### src/sv/fsl_pkg.sv
// ----------------------------------------------------------------------------
// fsl_pkg
// Shared types and constants of the fixed-string line filter.
// ----------------------------------------------------------------------------
package fsl_pkg;

  localparam int unsigned POS_W     = 16;
  localparam int unsigned CFG_IDX_W = 2;
  localparam int unsigned CFG_DAT_W = 64;
  localparam int unsigned PLEN_W    = 5;
  localparam int unsigned PAT_BYTES = 16;

  localparam logic [7:0] NEWLINE_BYTE = 8'd10;

  localparam longint unsigned STREAM_MAX = 64'd65536;
  localparam logic [POS_W-1:0] POS_LIMIT =
    ((STREAM_MAX - 64'd1) < 64'd65535) ? POS_W'(STREAM_MAX - 64'd1) : {POS_W{1'b1}};

  typedef enum logic [CFG_IDX_W-1:0] {
    REG_PAT_LO  = 2'd0,
    REG_PAT_HI  = 2'd1,
    REG_PAT_LEN = 2'd2
  } cfg_reg_t;

  typedef enum logic {
    KIND_DATA = 1'b0,
    KIND_EOD  = 1'b1
  } item_kind_t;

  typedef struct packed {
    logic shift;
    logic clear;
  } cell_ctrl_t;

  typedef struct packed {
    logic [POS_W-1:0] line_offset;
    logic [POS_W-1:0] line_length;
    logic             final_line;
  } result_t;

endpackage

### src/sv/fsl_ifs.sv
// ----------------------------------------------------------------------------
// fsl_ifs
// Valid/ready channel interfaces: text input, line result, register write.
// ----------------------------------------------------------------------------
interface fsl_in_if import fsl_pkg::*; ();
  logic       valid;
  logic       ready;
  logic       kind;
  logic [7:0] text_byte;

  modport source (output valid, output kind, output text_byte, input ready);
  modport sink   (input valid, input kind, input text_byte, output ready);
endinterface

interface fsl_out_if import fsl_pkg::*; ();
  logic             valid;
  logic             ready;
  logic [POS_W-1:0] line_offset;
  logic [POS_W-1:0] line_length;
  logic             final_line;

  modport source (output valid, output line_offset, output line_length, output final_line,
                  input ready);
  modport sink   (input valid, input line_offset, input line_length, input final_line,
                  output ready);
endinterface

interface fsl_cfg_if import fsl_pkg::*; ();
  logic                 valid;
  logic                 ready;
  logic [CFG_IDX_W-1:0] index;
  logic [CFG_DAT_W-1:0] data;

  modport source (output valid, output index, output data, input ready);
  modport sink   (input valid, input index, input data, output ready);
endinterface

### src/sv/fsl_cell.sv
// ----------------------------------------------------------------------------
// fsl_cell
// One window cell: holds one recent byte of the line, passes it on to the
// next cell and compares the byte it takes in against its pattern byte.
// ----------------------------------------------------------------------------
module fsl_cell import fsl_pkg::*; (
  input  logic       clk,
  input  logic       rst_n,
  input  cell_ctrl_t ctrl,
  input  logic [7:0] prev_byte,
  input  logic       prev_valid,
  input  logic [7:0] pat_byte,
  input  logic       pat_en,
  output logic [7:0] byte_r,
  output logic       valid_r,
  output logic       match
);

  assign match = !pat_en || (prev_valid && (prev_byte == pat_byte));

  always_ff @(posedge clk) begin
    if (ctrl.shift) begin
      byte_r <= prev_byte;
    end
  end

  always_ff @(posedge clk) begin
    if (!rst_n || ctrl.clear) begin
      valid_r <= 1'b0;
    end else if (ctrl.shift) begin
      valid_r <= prev_valid;
    end
  end

endmodule

### src/sv/fixed_string_line_filter_core.sv
// ----------------------------------------------------------------------------
// fixed_string_line_filter_core
// Reports the lines of a byte stream that contain a fixed pattern.
//
// in_ch  : one beat per text byte (kind 0) or end of data (kind 1).
// out_ch : one beat per matching line: start offset, length without the
//          newline, and whether end of data closed it.
// cfg_ch : register writes (pattern low word, high word, length), always
//          ready; write only while no line result is outstanding.
// Throughput is one input beat per cycle while in_ch is ready. A row of
// PATTERN_MAX window cells shifts each byte in and compares every position
// against the pattern in the same cycle. The closing beat of a matching
// line pushes its result into a two-entry queue that drives out_ch from
// registers; in_ch stays ready while one result waits and drops ready only
// when both entries are held by a stalled receiver. Reset clears pattern
// registers, window, offsets and queue; end of data zeroes the offsets.
// ----------------------------------------------------------------------------
module fixed_string_line_filter_core import fsl_pkg::*; #(
  parameter int unsigned PATTERN_MAX = 16
) (
  input  logic         clk,
  input  logic         rst_n,
  fsl_in_if.sink       in_ch,
  fsl_out_if.source    out_ch,
  fsl_cfg_if.sink      cfg_ch
);

  logic [CFG_DAT_W-1:0] pat_lo_r;
  logic [CFG_DAT_W-1:0] pat_hi_r;
  logic [PLEN_W-1:0]    pat_len_r;
  logic [PLEN_W-1:0]    plen;
  logic [8*PAT_BYTES-1:0] pat_word;

  logic [POS_W-1:0] pos_r, pos_nxt, pos_inc;
  logic [POS_W-1:0] start_r, start_nxt;
  logic             hit_r, hit_nxt;
  logic             accept, is_data, hit_now, push, pop;
  cell_ctrl_t       ctrl;
  result_t          res;

  logic [7:0]             cell_byte  [PATTERN_MAX];
  logic [PATTERN_MAX-1:0] cell_valid;
  logic [PATTERN_MAX-1:0] cell_match;

  result_t    q_r [2];
  logic       wr_ptr_r, rd_ptr_r;
  logic [1:0] cnt_r, cnt_nxt;

  // configuration
  assign cfg_ch.ready = 1'b1;

  always_ff @(posedge clk) begin
    if (!rst_n) begin
      pat_lo_r  <= '0;
      pat_hi_r  <= '0;
      pat_len_r <= '0;
    end else if (cfg_ch.valid) begin
      unique case (cfg_reg_t'(cfg_ch.index))
        REG_PAT_LO:  pat_lo_r  <= cfg_ch.data;
        REG_PAT_HI:  pat_hi_r  <= cfg_ch.data;
        REG_PAT_LEN: pat_len_r <= cfg_ch.data[PLEN_W-1:0];
        default: ;
      endcase
    end
  end

  assign plen     = (pat_len_r > PATTERN_MAX) ? PLEN_W'(PATTERN_MAX) : pat_len_r;
  assign pat_word = {pat_hi_r, pat_lo_r};

  // window row
  assign accept  = in_ch.valid && in_ch.ready;
  assign is_data = (item_kind_t'(in_ch.kind) == KIND_DATA) && (in_ch.text_byte != NEWLINE_BYTE);

  assign ctrl.shift = accept && is_data;
  assign ctrl.clear = accept && !is_data;

  for (genvar k = 0; k < PATTERN_MAX; k++) begin : g_cell
    logic [7:0]        prev_byte;
    logic              prev_valid;
    logic [7:0]        pat_byte;
    logic              pat_en;
    logic [PLEN_W-1:0] pidx;

    if (k == 0) begin : g_head
      assign prev_byte  = in_ch.text_byte;
      assign prev_valid = 1'b1;
    end else begin : g_link
      assign prev_byte  = cell_byte[k-1];
      assign prev_valid = cell_valid[k-1];
    end

    if (k < (1 << PLEN_W)) begin : g_used
      assign pat_en = plen > PLEN_W'(k);
      assign pidx   = plen - PLEN_W'(1) - PLEN_W'(k);
    end else begin : g_unused
      assign pat_en = 1'b0;
      assign pidx   = '0;
    end

    assign pat_byte = pidx[PLEN_W-1] ? 8'h00 : pat_word[{pidx[3:0], 3'b000} +: 8];

    fsl_cell u_cell (
      .clk        (clk),
      .rst_n      (rst_n),
      .ctrl       (ctrl),
      .prev_byte  (prev_byte),
      .prev_valid (prev_valid),
      .pat_byte   (pat_byte),
      .pat_en     (pat_en),
      .byte_r     (cell_byte[k]),
      .valid_r    (cell_valid[k]),
      .match      (cell_match[k])
    );
  end

  assign hit_now = (plen != '0) && (&cell_match);

  // line tracking
  assign pos_inc = (pos_r < POS_LIMIT) ? pos_r + POS_W'(1) : pos_r;

  always_comb begin
    pos_nxt   = pos_r;
    start_nxt = start_r;
    hit_nxt   = hit_r;
    push      = 1'b0;
    res.line_offset = start_r;
    res.line_length = pos_r - start_r;
    res.final_line  = in_ch.kind;
    if (accept) begin
      if (is_data) begin
        pos_nxt = pos_inc;
        hit_nxt = hit_r || hit_now;
      end else begin
        push    = hit_r || (plen == '0);
        hit_nxt = 1'b0;
        if (item_kind_t'(in_ch.kind) == KIND_EOD) begin
          pos_nxt   = '0;
          start_nxt = '0;
        end else begin
          pos_nxt   = pos_inc;
          start_nxt = pos_inc;
        end
      end
    end
  end

  always_ff @(posedge clk) begin
    if (!rst_n) begin
      pos_r   <= '0;
      start_r <= '0;
      hit_r   <= 1'b0;
    end else begin
      pos_r   <= pos_nxt;
      start_r <= start_nxt;
      hit_r   <= hit_nxt;
    end
  end

  // result queue
  assign in_ch.ready = (cnt_r != 2'd2);
  assign pop         = out_ch.valid && out_ch.ready;

  always_comb begin
    cnt_nxt = cnt_r;
    if (push && !pop) begin
      cnt_nxt = cnt_r + 2'd1;
    end else if (pop && !push) begin
      cnt_nxt = cnt_r - 2'd1;
    end
  end

  always_ff @(posedge clk) begin
    if (push) begin
      q_r[wr_ptr_r] <= res;
    end
  end

  always_ff @(posedge clk) begin
    if (!rst_n) begin
      wr_ptr_r <= 1'b0;
      rd_ptr_r <= 1'b0;
      cnt_r    <= '0;
    end else begin
      cnt_r <= cnt_nxt;
      if (push) begin
        wr_ptr_r <= !wr_ptr_r;
      end
      if (pop) begin
        rd_ptr_r <= !rd_ptr_r;
      end
    end
  end

  assign out_ch.valid       = (cnt_r != '0);
  assign out_ch.line_offset = q_r[rd_ptr_r].line_offset;
  assign out_ch.line_length = q_r[rd_ptr_r].line_length;
  assign out_ch.final_line  = q_r[rd_ptr_r].final_line;

endmodule

### src/flat_wrapper.sv
// flat-port wrapper written by rule: the top's interface ports become plain ports
module fixed_string_line_filter_core_flat import fsl_pkg::*;
#(
  parameter int unsigned PATTERN_MAX = 16
)
  (clk, rst_n, in_ch_valid, in_ch_kind, in_ch_text_byte, in_ch_ready, out_ch_valid, out_ch_line_offset, out_ch_line_length, out_ch_final_line, out_ch_ready, cfg_ch_valid, cfg_ch_index, cfg_ch_data, cfg_ch_ready);
  fsl_in_if in_ch_i ();
  fsl_out_if out_ch_i ();
  fsl_cfg_if cfg_ch_i ();
  input  logic clk;
  input  logic rst_n;
  input wire logic [$bits(in_ch_i.valid)-1:0] in_ch_valid;
  input wire logic [$bits(in_ch_i.kind)-1:0] in_ch_kind;
  input wire logic [$bits(in_ch_i.text_byte)-1:0] in_ch_text_byte;
  output wire logic [$bits(in_ch_i.ready)-1:0] in_ch_ready;
  output wire logic [$bits(out_ch_i.valid)-1:0] out_ch_valid;
  output wire logic [$bits(out_ch_i.line_offset)-1:0] out_ch_line_offset;
  output wire logic [$bits(out_ch_i.line_length)-1:0] out_ch_line_length;
  output wire logic [$bits(out_ch_i.final_line)-1:0] out_ch_final_line;
  input wire logic [$bits(out_ch_i.ready)-1:0] out_ch_ready;
  input wire logic [$bits(cfg_ch_i.valid)-1:0] cfg_ch_valid;
  input wire logic [$bits(cfg_ch_i.index)-1:0] cfg_ch_index;
  input wire logic [$bits(cfg_ch_i.data)-1:0] cfg_ch_data;
  output wire logic [$bits(cfg_ch_i.ready)-1:0] cfg_ch_ready;
  assign in_ch_i.valid = in_ch_valid;
  assign in_ch_i.kind = in_ch_kind;
  assign in_ch_i.text_byte = in_ch_text_byte;
  assign in_ch_ready = in_ch_i.ready;
  assign out_ch_valid = out_ch_i.valid;
  assign out_ch_line_offset = out_ch_i.line_offset;
  assign out_ch_line_length = out_ch_i.line_length;
  assign out_ch_final_line = out_ch_i.final_line;
  assign out_ch_i.ready = out_ch_ready;
  assign cfg_ch_i.valid = cfg_ch_valid;
  assign cfg_ch_i.index = cfg_ch_index;
  assign cfg_ch_i.data = cfg_ch_data;
  assign cfg_ch_ready = cfg_ch_i.ready;
  fixed_string_line_filter_core #(.PATTERN_MAX(PATTERN_MAX)) u_core (.clk(clk), .rst_n(rst_n), .in_ch(in_ch_i), .out_ch(out_ch_i), .cfg_ch(cfg_ch_i));
endmodule
### config.mk
export PLATFORM = sky130hd
export DESIGN_NAME = fixed_string_line_filter_core_flat
export DESIGN_NICKNAME = d
export VERILOG_FILES = /design/src/sv/fsl_pkg.sv /design/src/sv/fsl_ifs.sv /design/src/sv/fsl_cell.sv /design/src/sv/fixed_string_line_filter_core.sv /design/src/flat_wrapper.sv
export SDC_FILE = /design/constraint.sdc
export NUM_CORES = 1
export LEC_CHECK = 0
export BUFFER_PORTS_ARGS = -buffer_cell sky130_fd_sc_hd__buf_2
export CAP_MARGIN = 20
export CORE_ASPECT_RATIO = 0.75
export CORE_MARGIN = 10
export CORE_UTILIZATION = 45
export DETAILED_ROUTE_END_ITERATION = 10
export GPL_TIMING_DRIVEN = 0
export MAX_ROUTING_LAYER = met4
export PLACE_DENSITY = 0.65
export REMOVE_ABC_BUFFERS = 1
export SETUP_SLACK_MARGIN = 0.02
export SLEW_MARGIN = 20
export SYNTH_ARGS = -nofsm -noshare
export SYNTH_HDL_FRONTEND = slang
export SYNTH_SLANG_ARGS = --single-unit
### constraint.sdc
create_clock -name clk -period 9.27 [get_ports clk]
set_input_delay 1.854 -clock clk [delete_from_list [all_inputs] [get_ports clk]]
set_output_delay 1.854 -clock clk [all_outputs]
set_load 0.05 [all_outputs]
==> results.ini, run 1 <==
[status]
status = complete, no violations

[floorplanning]
fp.dieH_um = 219.6
die_w_um = 286.1
ioPinCount = 116
start_util_pct = 45.26
core_area_um2 = 52790
row_count = 73
dieArea_um2 = 62810

[critical_path]
crit_slowest_cell = o21ai_4
crit_family = compound AO/OA/AOI/OAI gates
required_ns = 9.78
r2r_slack_ns = 2.94
max_stage_delay_ns = 1.09
critical_path_class = reg2reg
r2r_end = u_core.hit_r
r2r_cells = 11
r2r_start = u_core.pat_len_r[4]
critPathLaunchType = register
crit_buf_inv = 1
cp_cell_sequence = buf_12 -> nand2b_1 -> o21ai_4 -> mux2_2 -> o221ai_1 -> a211oi_1 -> nor4b_1 -> a31oi_1 -> a2111oi_0 -> and4_1 -> a31o_1
crit_fanout = 45
crit_path_end_kind = register
crit_arrival_ns = 6.84

[timing]
tightest_slew_ns = 1.220
maxSlewViolCount = 0
setup_viol = 0
max_freq_ghz = 0.1579
rsz0062_at_grt = false
slew_headroom_pct = 18.50
layout_worst_path_cycle_share_pct = 68.31
finalHoldViolations = 0
fin_crit_ns = 6.332
fin_skew_ns = 0.02368

[routing]
viasPerCell = 6.600
routedWlPerCell_um = 29.28
wl_mm = 96.96
drt_iter0_markers = 3411
dr.pass1.iters = 6
dr_wl_met2_mm = 39.25
ant_nets = 0
drt-met1-wl_mm = 43.76
highest_layer = met4
routed-wl-met3_mm = 10.52
num_vias = 21850
drc = 0

[worst_hold_path]
min_from = u_core.start_r[11]
hold_class = reg2reg
whs_endpoint = u_core.q_r[1][28]
hold_depth = 0

[clocking]
clock_latency_ns = 0.59
cts.repair.resized = 0
hold_buffers = 0
cts-root-buf = clkbuf_16
cts.clk_slew.worst_paths_ns = 0.06
htree_levels = 2
cts_tree = yes
clock-sinks = 372
cts-buffers-inserted = 41
postCtsSetupBuffers = 0
clock_path_buffers = 3

[layout]
final_nets = 2661
postLayoutCellArea_um2 = 26540
layout_common_cells = nand2_1 (426), edfxtp_1 (186), dfxtp_1 (180), a21boi_0 (152), nor2_1 (151)
areaGrowthSynthToFinish_pct = 11.06
final_common_cell = nand2_1
drive_gt1_share_pct = 15.68

[pwr]
total_power_mw = 4.858
peakVddDrop_mv = 0.1201
p_leak_nw = 8.910
powerDensity_nw_per_um2 = 183.1

[global_route]
overflow = 0
antenna_found_initial = 5
grt_usage_pct = 30.68
grt_max_degree = 99
grt_pass1_wl_mm = 139.9
grt_pass1_vias = 20220

[logic_synthesis]
yosysUniqueCellTypes = 114
synth_top_family_by_area = compound AO/OA/AOI/OAI gates
synthXorXnorAreaFrac_pct = 4.142
synth_edf_count = 186
synth_cells = 2551
synthesis.area_um2 = 23890
synthFlopType = edfxtp_1
yosys.area_share.simple_pct = 17.79
muxShareOfSynthArea_pct = 12.13
ys_seq_area_share_pct = 38.96
ys_warn_count = 0
ys_seq_elements = 372
async_reset_ff_share_pct = 0
synth_compound_gate_area_share_pct = 21.03
synth_fa_ha_area_share_pct = 0.9740
syn_avg_cell_area_um2 = 9.366

[placement]
placed_cell_area_um2 = 25060
portBuffers = 114
gp_congestion = 1.045
hpwlAfterDp_mm = 72.55

[run]
max_cap_violations = 0

-- layout make-up --
cell class	instances	area [um2]
fill	4936	26260
multi-input combinational	1949	13500
sequential	372	9326
timing repair buffer	152	1196
clock buffer	55	1140
tap	712	890.9
clock inverter	21	291.5
inverter	47	181.4
antenna	3	7.507
-- registers in the layout, summed over array words and instances (netlist names), named ones only --
signal / flops
u_core.cnt_r: 2
u_core.g_cell.u_cell.byte_r: 120
u_core.g_cell.u_cell.valid_r: 15
u_core.hit_r: 1
u_core.pat_hi_r: 64
u_core.pat_len_r: 5
u_core.pat_lo_r: 64
u_core.pos_r: 16
u_core.q_r: 66
u_core.rd_ptr_r: 1
u_core.start_r: 16
u_core.wr_ptr_r: 1
-- worst max path at each step --
stage	from	cells after the start	end	slack, ns
final	u_core.pat_len_r[4]	11	u_core.hit_r	2.94
after CTS	u_core.pat_len_r[4]	11	u_core.hit_r	3.36
after detailed placement	u_core.pat_len_r[4]	11	u_core.hit_r	3.37
after floorplan	u_core.pat_len_r[1]	10	u_core.hit_r	1.36
after global placement	u_core.pat_len_r[4]	10	u_core.hit_r	-4.73
after global routing	u_core.pat_len_r[4]	11	u_core.hit_r	3.09
-- Yosys cell counts (all sizes together), types with 9 or more instances --
master	n	area (um2)
nand2	428	1609
dfxtp	186	3724
edfxtp	186	5585
nor2	154	583.1
a21boi	153	1149
mux2i	117	1171
buf	109	727.0
a21oi	102	510.5
mux2	81	915.9
clkbuf	74	281.5
o21ai	74	392.9
xnor2	63	551.8
nor3	50	266.5
xor2	47	437.9
inv	45	168.9
o22ai	43	269.0
a211oi	42	315.3
nand3	41	210.2
nor2b	40	250.2
mux4	36	810.8
a22oi	26	195.2
nor4	23	150.1
nand2b	22	145.1
a31oi	21	131.4
and2	21	131.4
o32ai	21	183.9
o211ai	19	147.6
or3	19	118.9
a221oi	18	170.2
o221ai	18	163.9
ha	17	212.7
and3b	16	143.9
o31ai	15	112.6
a2111oi	13	145.1
a32oi	12	112.6
nand4	12	75.07
nand3b	11	82.58
o21a	11	82.58
a21o	9	67.56
and3	9	56.30
o2111ai	9	78.83
-- per-layer routing --
metal | track usage, % | up-vias
met2 | 42.18 | 1345
met3 | 6.196 | 221
li1 | - | 9535
met4 | 10.72 | 0
met1 | 43.93 | 10750
met5 | - | -
-- per-stage QoR --
stage | setup TNS [ns] | utilization (%) | cells | worst slack [ns] | hold WS, ns
CTS | 0 | 50.18 | 3306 | 3.356 | 0.4547
detailed placement | 0 | 47.47 | 3230 | 3.370 | 0.4423
global route | 0 | 50.26 | 3311 | 3.092 | 0.4807
global placement | -4.730 | 46.12 | 3194 | -4.730 | 0.4327
floorplan | 0 | - | 2368 | 1.362 | 0.4256
finish | 0 | 50.26 | 3311 | 2.938 | 0.4538
-- power breakdown --
part	leakage [nW]	switching (mW)	internal (mW)
clock	0.701	0.740	1.04
sequential	3.27	0.127	1.87
combinational	4.94	0.738	0.344
-- cell families (layout without fill, tap and decap cells) --
logic type,Yosys count,in the layout
muxes,234,234
buffers and inverters,230,275
AOI/OAI and AO/OA,689,689
and+or+nand+nor,897,897
DFF,372,372
adders and majority gates,18,18
other,1,4
xor gates and xnor gates,110,110
No activity file was read; power rests on OpenSTA's default activity.
==> run 2: changes to the inputs <==
- PLACE_DENSITY: 0.65 -> 0.67
- clock period: 9.27 -> 5.2 ns (I/O delays scaled with it)
==> results.ini, run 2 (same netlist as run 1, synthesis figures left out) <==
[floorplanning]
start_util_pct = 45.26  ; unchanged
core_area_um2 = 52790  ; unchanged
fp.dieH_um = 219.6  ; unchanged
die_w_um = 286.1  ; unchanged
ioPinCount = 116  ; unchanged
row_count = 73  ; unchanged
dieArea_um2 = 62810  ; unchanged

[clocking]
cts_tree = yes
cts.clk_slew.worst_paths_ns = 0.06  ; about the same
clock_path_buffers = 3  ; unchanged
clock-sinks = 372  ; unchanged
clock_latency_ns = 0.60  ; about the same
htree_levels = 2  ; unchanged
cts-buffers-inserted = 40  ; -2.4%
cts-root-buf = clkbuf_16

[placement]
portBuffers = 114  ; unchanged
hpwlAfterDp_mm = 72.04  ; -0.71%
placed_cell_area_um2 = 25100  ; +0.13%
dp.cells = 3229  ; -0.031%
gp_congestion = 1.054  ; +0.90%
dp_slack_ns = -0.8804  ; -4.250 ns

[pwr]
peakVddDrop_mv = 0.2267  ; +89%
powerDensity_nw_per_um2 = 318.5  ; +74%
p_leak_nw = 8.909  ; about the same

[critical_path]
crit_fanout = 56  ; +24%
crit_family = simple AND/OR/NAND/NOR gates
critical_path_class = reg2reg
r2r_cells = 11  ; unchanged
crit_cells = 11  ; unchanged
critPathLaunchType = register
max_stage_delay_ns = 0.77  ; -0.32 ns
cp_cell_sequence = buf_16 -> xor2_2 -> nand2_4 -> mux2i_2 -> mux2i_1 -> nand4_1 -> nor4b_4 -> a31oi_1 -> a2111oi_0 -> and4_1 -> a31o_1
crit_buf_inv = 1  ; unchanged
crit_slowest_cell = xor2_2
crit_arrival_ns = 5.75  ; -1.09 ns
required_ns = 5.70  ; -4.08 ns
crit_path_end_kind = register

[timing]
layout_setup_ws_ns = -0.04191  ; -2.980 ns
setup_viol = 1  ; +1
slew_headroom_pct = 18.02  ; -0.48 points
fin_skew_ns = 0.03600  ; +0.01232 ns
max_freq_ghz = 0.1908  ; +21%
fin_crit_ns = 5.242  ; -1.090 ns
layout_worst_path_cycle_share_pct = 100.8  ; +32 points
tightest_slew_ns = 1.230  ; +0.009853 ns
rsz0062_at_grt = false
maxSlewViolCount = 0  ; unchanged
holdWs_ns = 0.4560  ; +0.002282 ns
finalHoldViolations = 0  ; unchanged

[routing]
drt_iter0_markers = 3506  ; +2.8%
ant_nets = 0  ; unchanged
num_vias = 21950  ; +0.43%
wl_mm = 97.08  ; +0.13%
dr.pass1.iters = 7  ; +1
routedWlPerCell_um = 29.31  ; about the same
drc = 0  ; unchanged
viasPerCell = 6.626  ; +0.40%

[layout]
areaGrowthSynthToFinish_pct = 11.16  ; about the same
reg_top3 = u_core.g_cell.u_cell.byte_r (120), u_core.q_r (66)
num-fill-cells = 4935  ; -0.020%
stdcell_count = 3312  ; +0.030%
layout_common_cells = nand2_1 (426), edfxtp_1 (186), dfxtp_1 (180), a21boi_0 (152), nor2_1 (149)
postLayoutCellArea_um2 = 26560  ; about the same
regMostFlops = u_core.g_cell.u_cell.byte_r
final_common_cell = nand2_1
drive_gt1_share_pct = 15.99  ; +0.31 points
final_nets = 2663  ; +0.075%
largest_reg_flops = 120  ; unchanged

[global_route]
grt_usage_pct = 30.74  ; +0.058 points
antenna_found_initial = 3  ; -2
grt_pass1_vias = 20340  ; +0.59%
grt_pass1_wl_mm = 140.1  ; +0.14%
overflow = 0  ; unchanged
grt_max_degree = 100  ; +1.0%

[status]
violations = setup timing
status = finished with violations

[worst_hold_path]
hold_depth = 0  ; unchanged
hold_class = reg2reg

[run]
max_cap_violations = 0  ; unchanged

run 2: cell types whose count changed in the layout (fill, tap and decap cells not counted), sizes merged:
cell / change
bufinv: -4
clkbuf: +4
inv: -2
buf: +1
clkdlybuf4s15: +1
clkinvlp: -1
diode: +1
o21ai: +1
run 2: layer usage:
layer	global-route usage, %	part of all wire, %	routed length [um]
met5	-	0	0
met1	42.57	43	41850
met3	8.234	12	12100
met4	13.12	4.5	4373
met2	41.43	40	38760
run 2: where the power goes:
part	internal, mW	switching (mW)
Sequential	3.33	0.231
Clock	1.70	1.26
Combinational	0.619	1.32
run 2: final cells by class:
| type | instances | area, um2 | share of cell area [%] |
|---|---|---|---|
| repair buffers | 154 | 1255 | 4.725 |
| flip-flops and latches | 372 | 9326 | 35.12 |
| inverters | 47 | 183.9 | 0.6925 |
| clock buffers | 59 | 1196 | 4.504 |
| multi-input cells | 1950 | 13570 | 51.10 |
| diodes | 4 | 10.01 | 0.03769 |
| well taps | 712 | 890.9 | 3.354 |
| clock inverters | 14 | 126.4 | 0.4758 |
run 2: repair_timing:
action | 4_1_cts | 5_1_grt
hold endpoints to repair | 0 | 0
cloned | 1 | 0
gates resized for setup | 5 | 4
setup buffers | 5 | 0
setup endpoints to repair | 1 | 1
hold buffers | 0 | 0
pin swaps | 1 | 0
run 2: worst paths after layout:
kind | slack (ns) | from | endpoint
worst max register to register | -0.04 | u_core.pat_len_r[1] | u_core.hit_r
worst min register to register | 0.46 | u_core.start_r[11] | u_core.q_r[0][28]
worst min-delay path | 0.46 | u_core.start_r[11] | u_core.q_r[0][28]
worst max-delay path | -0.04 | u_core.pat_len_r[1] | u_core.hit_r
run 2: through the flow:
step	power, mW	util (%)	TNS [ns]
6_report	8.459	50.31	-0.04191
5_1_grt	8.714	50.29	0
4_1_cts	8.435	50.20	0
3_5_place_dp	5.481	47.54	-0.8804
3_3_place_gp	5.439	46.12	-697.44
2_1_floorplan	4.753	-	-54.63
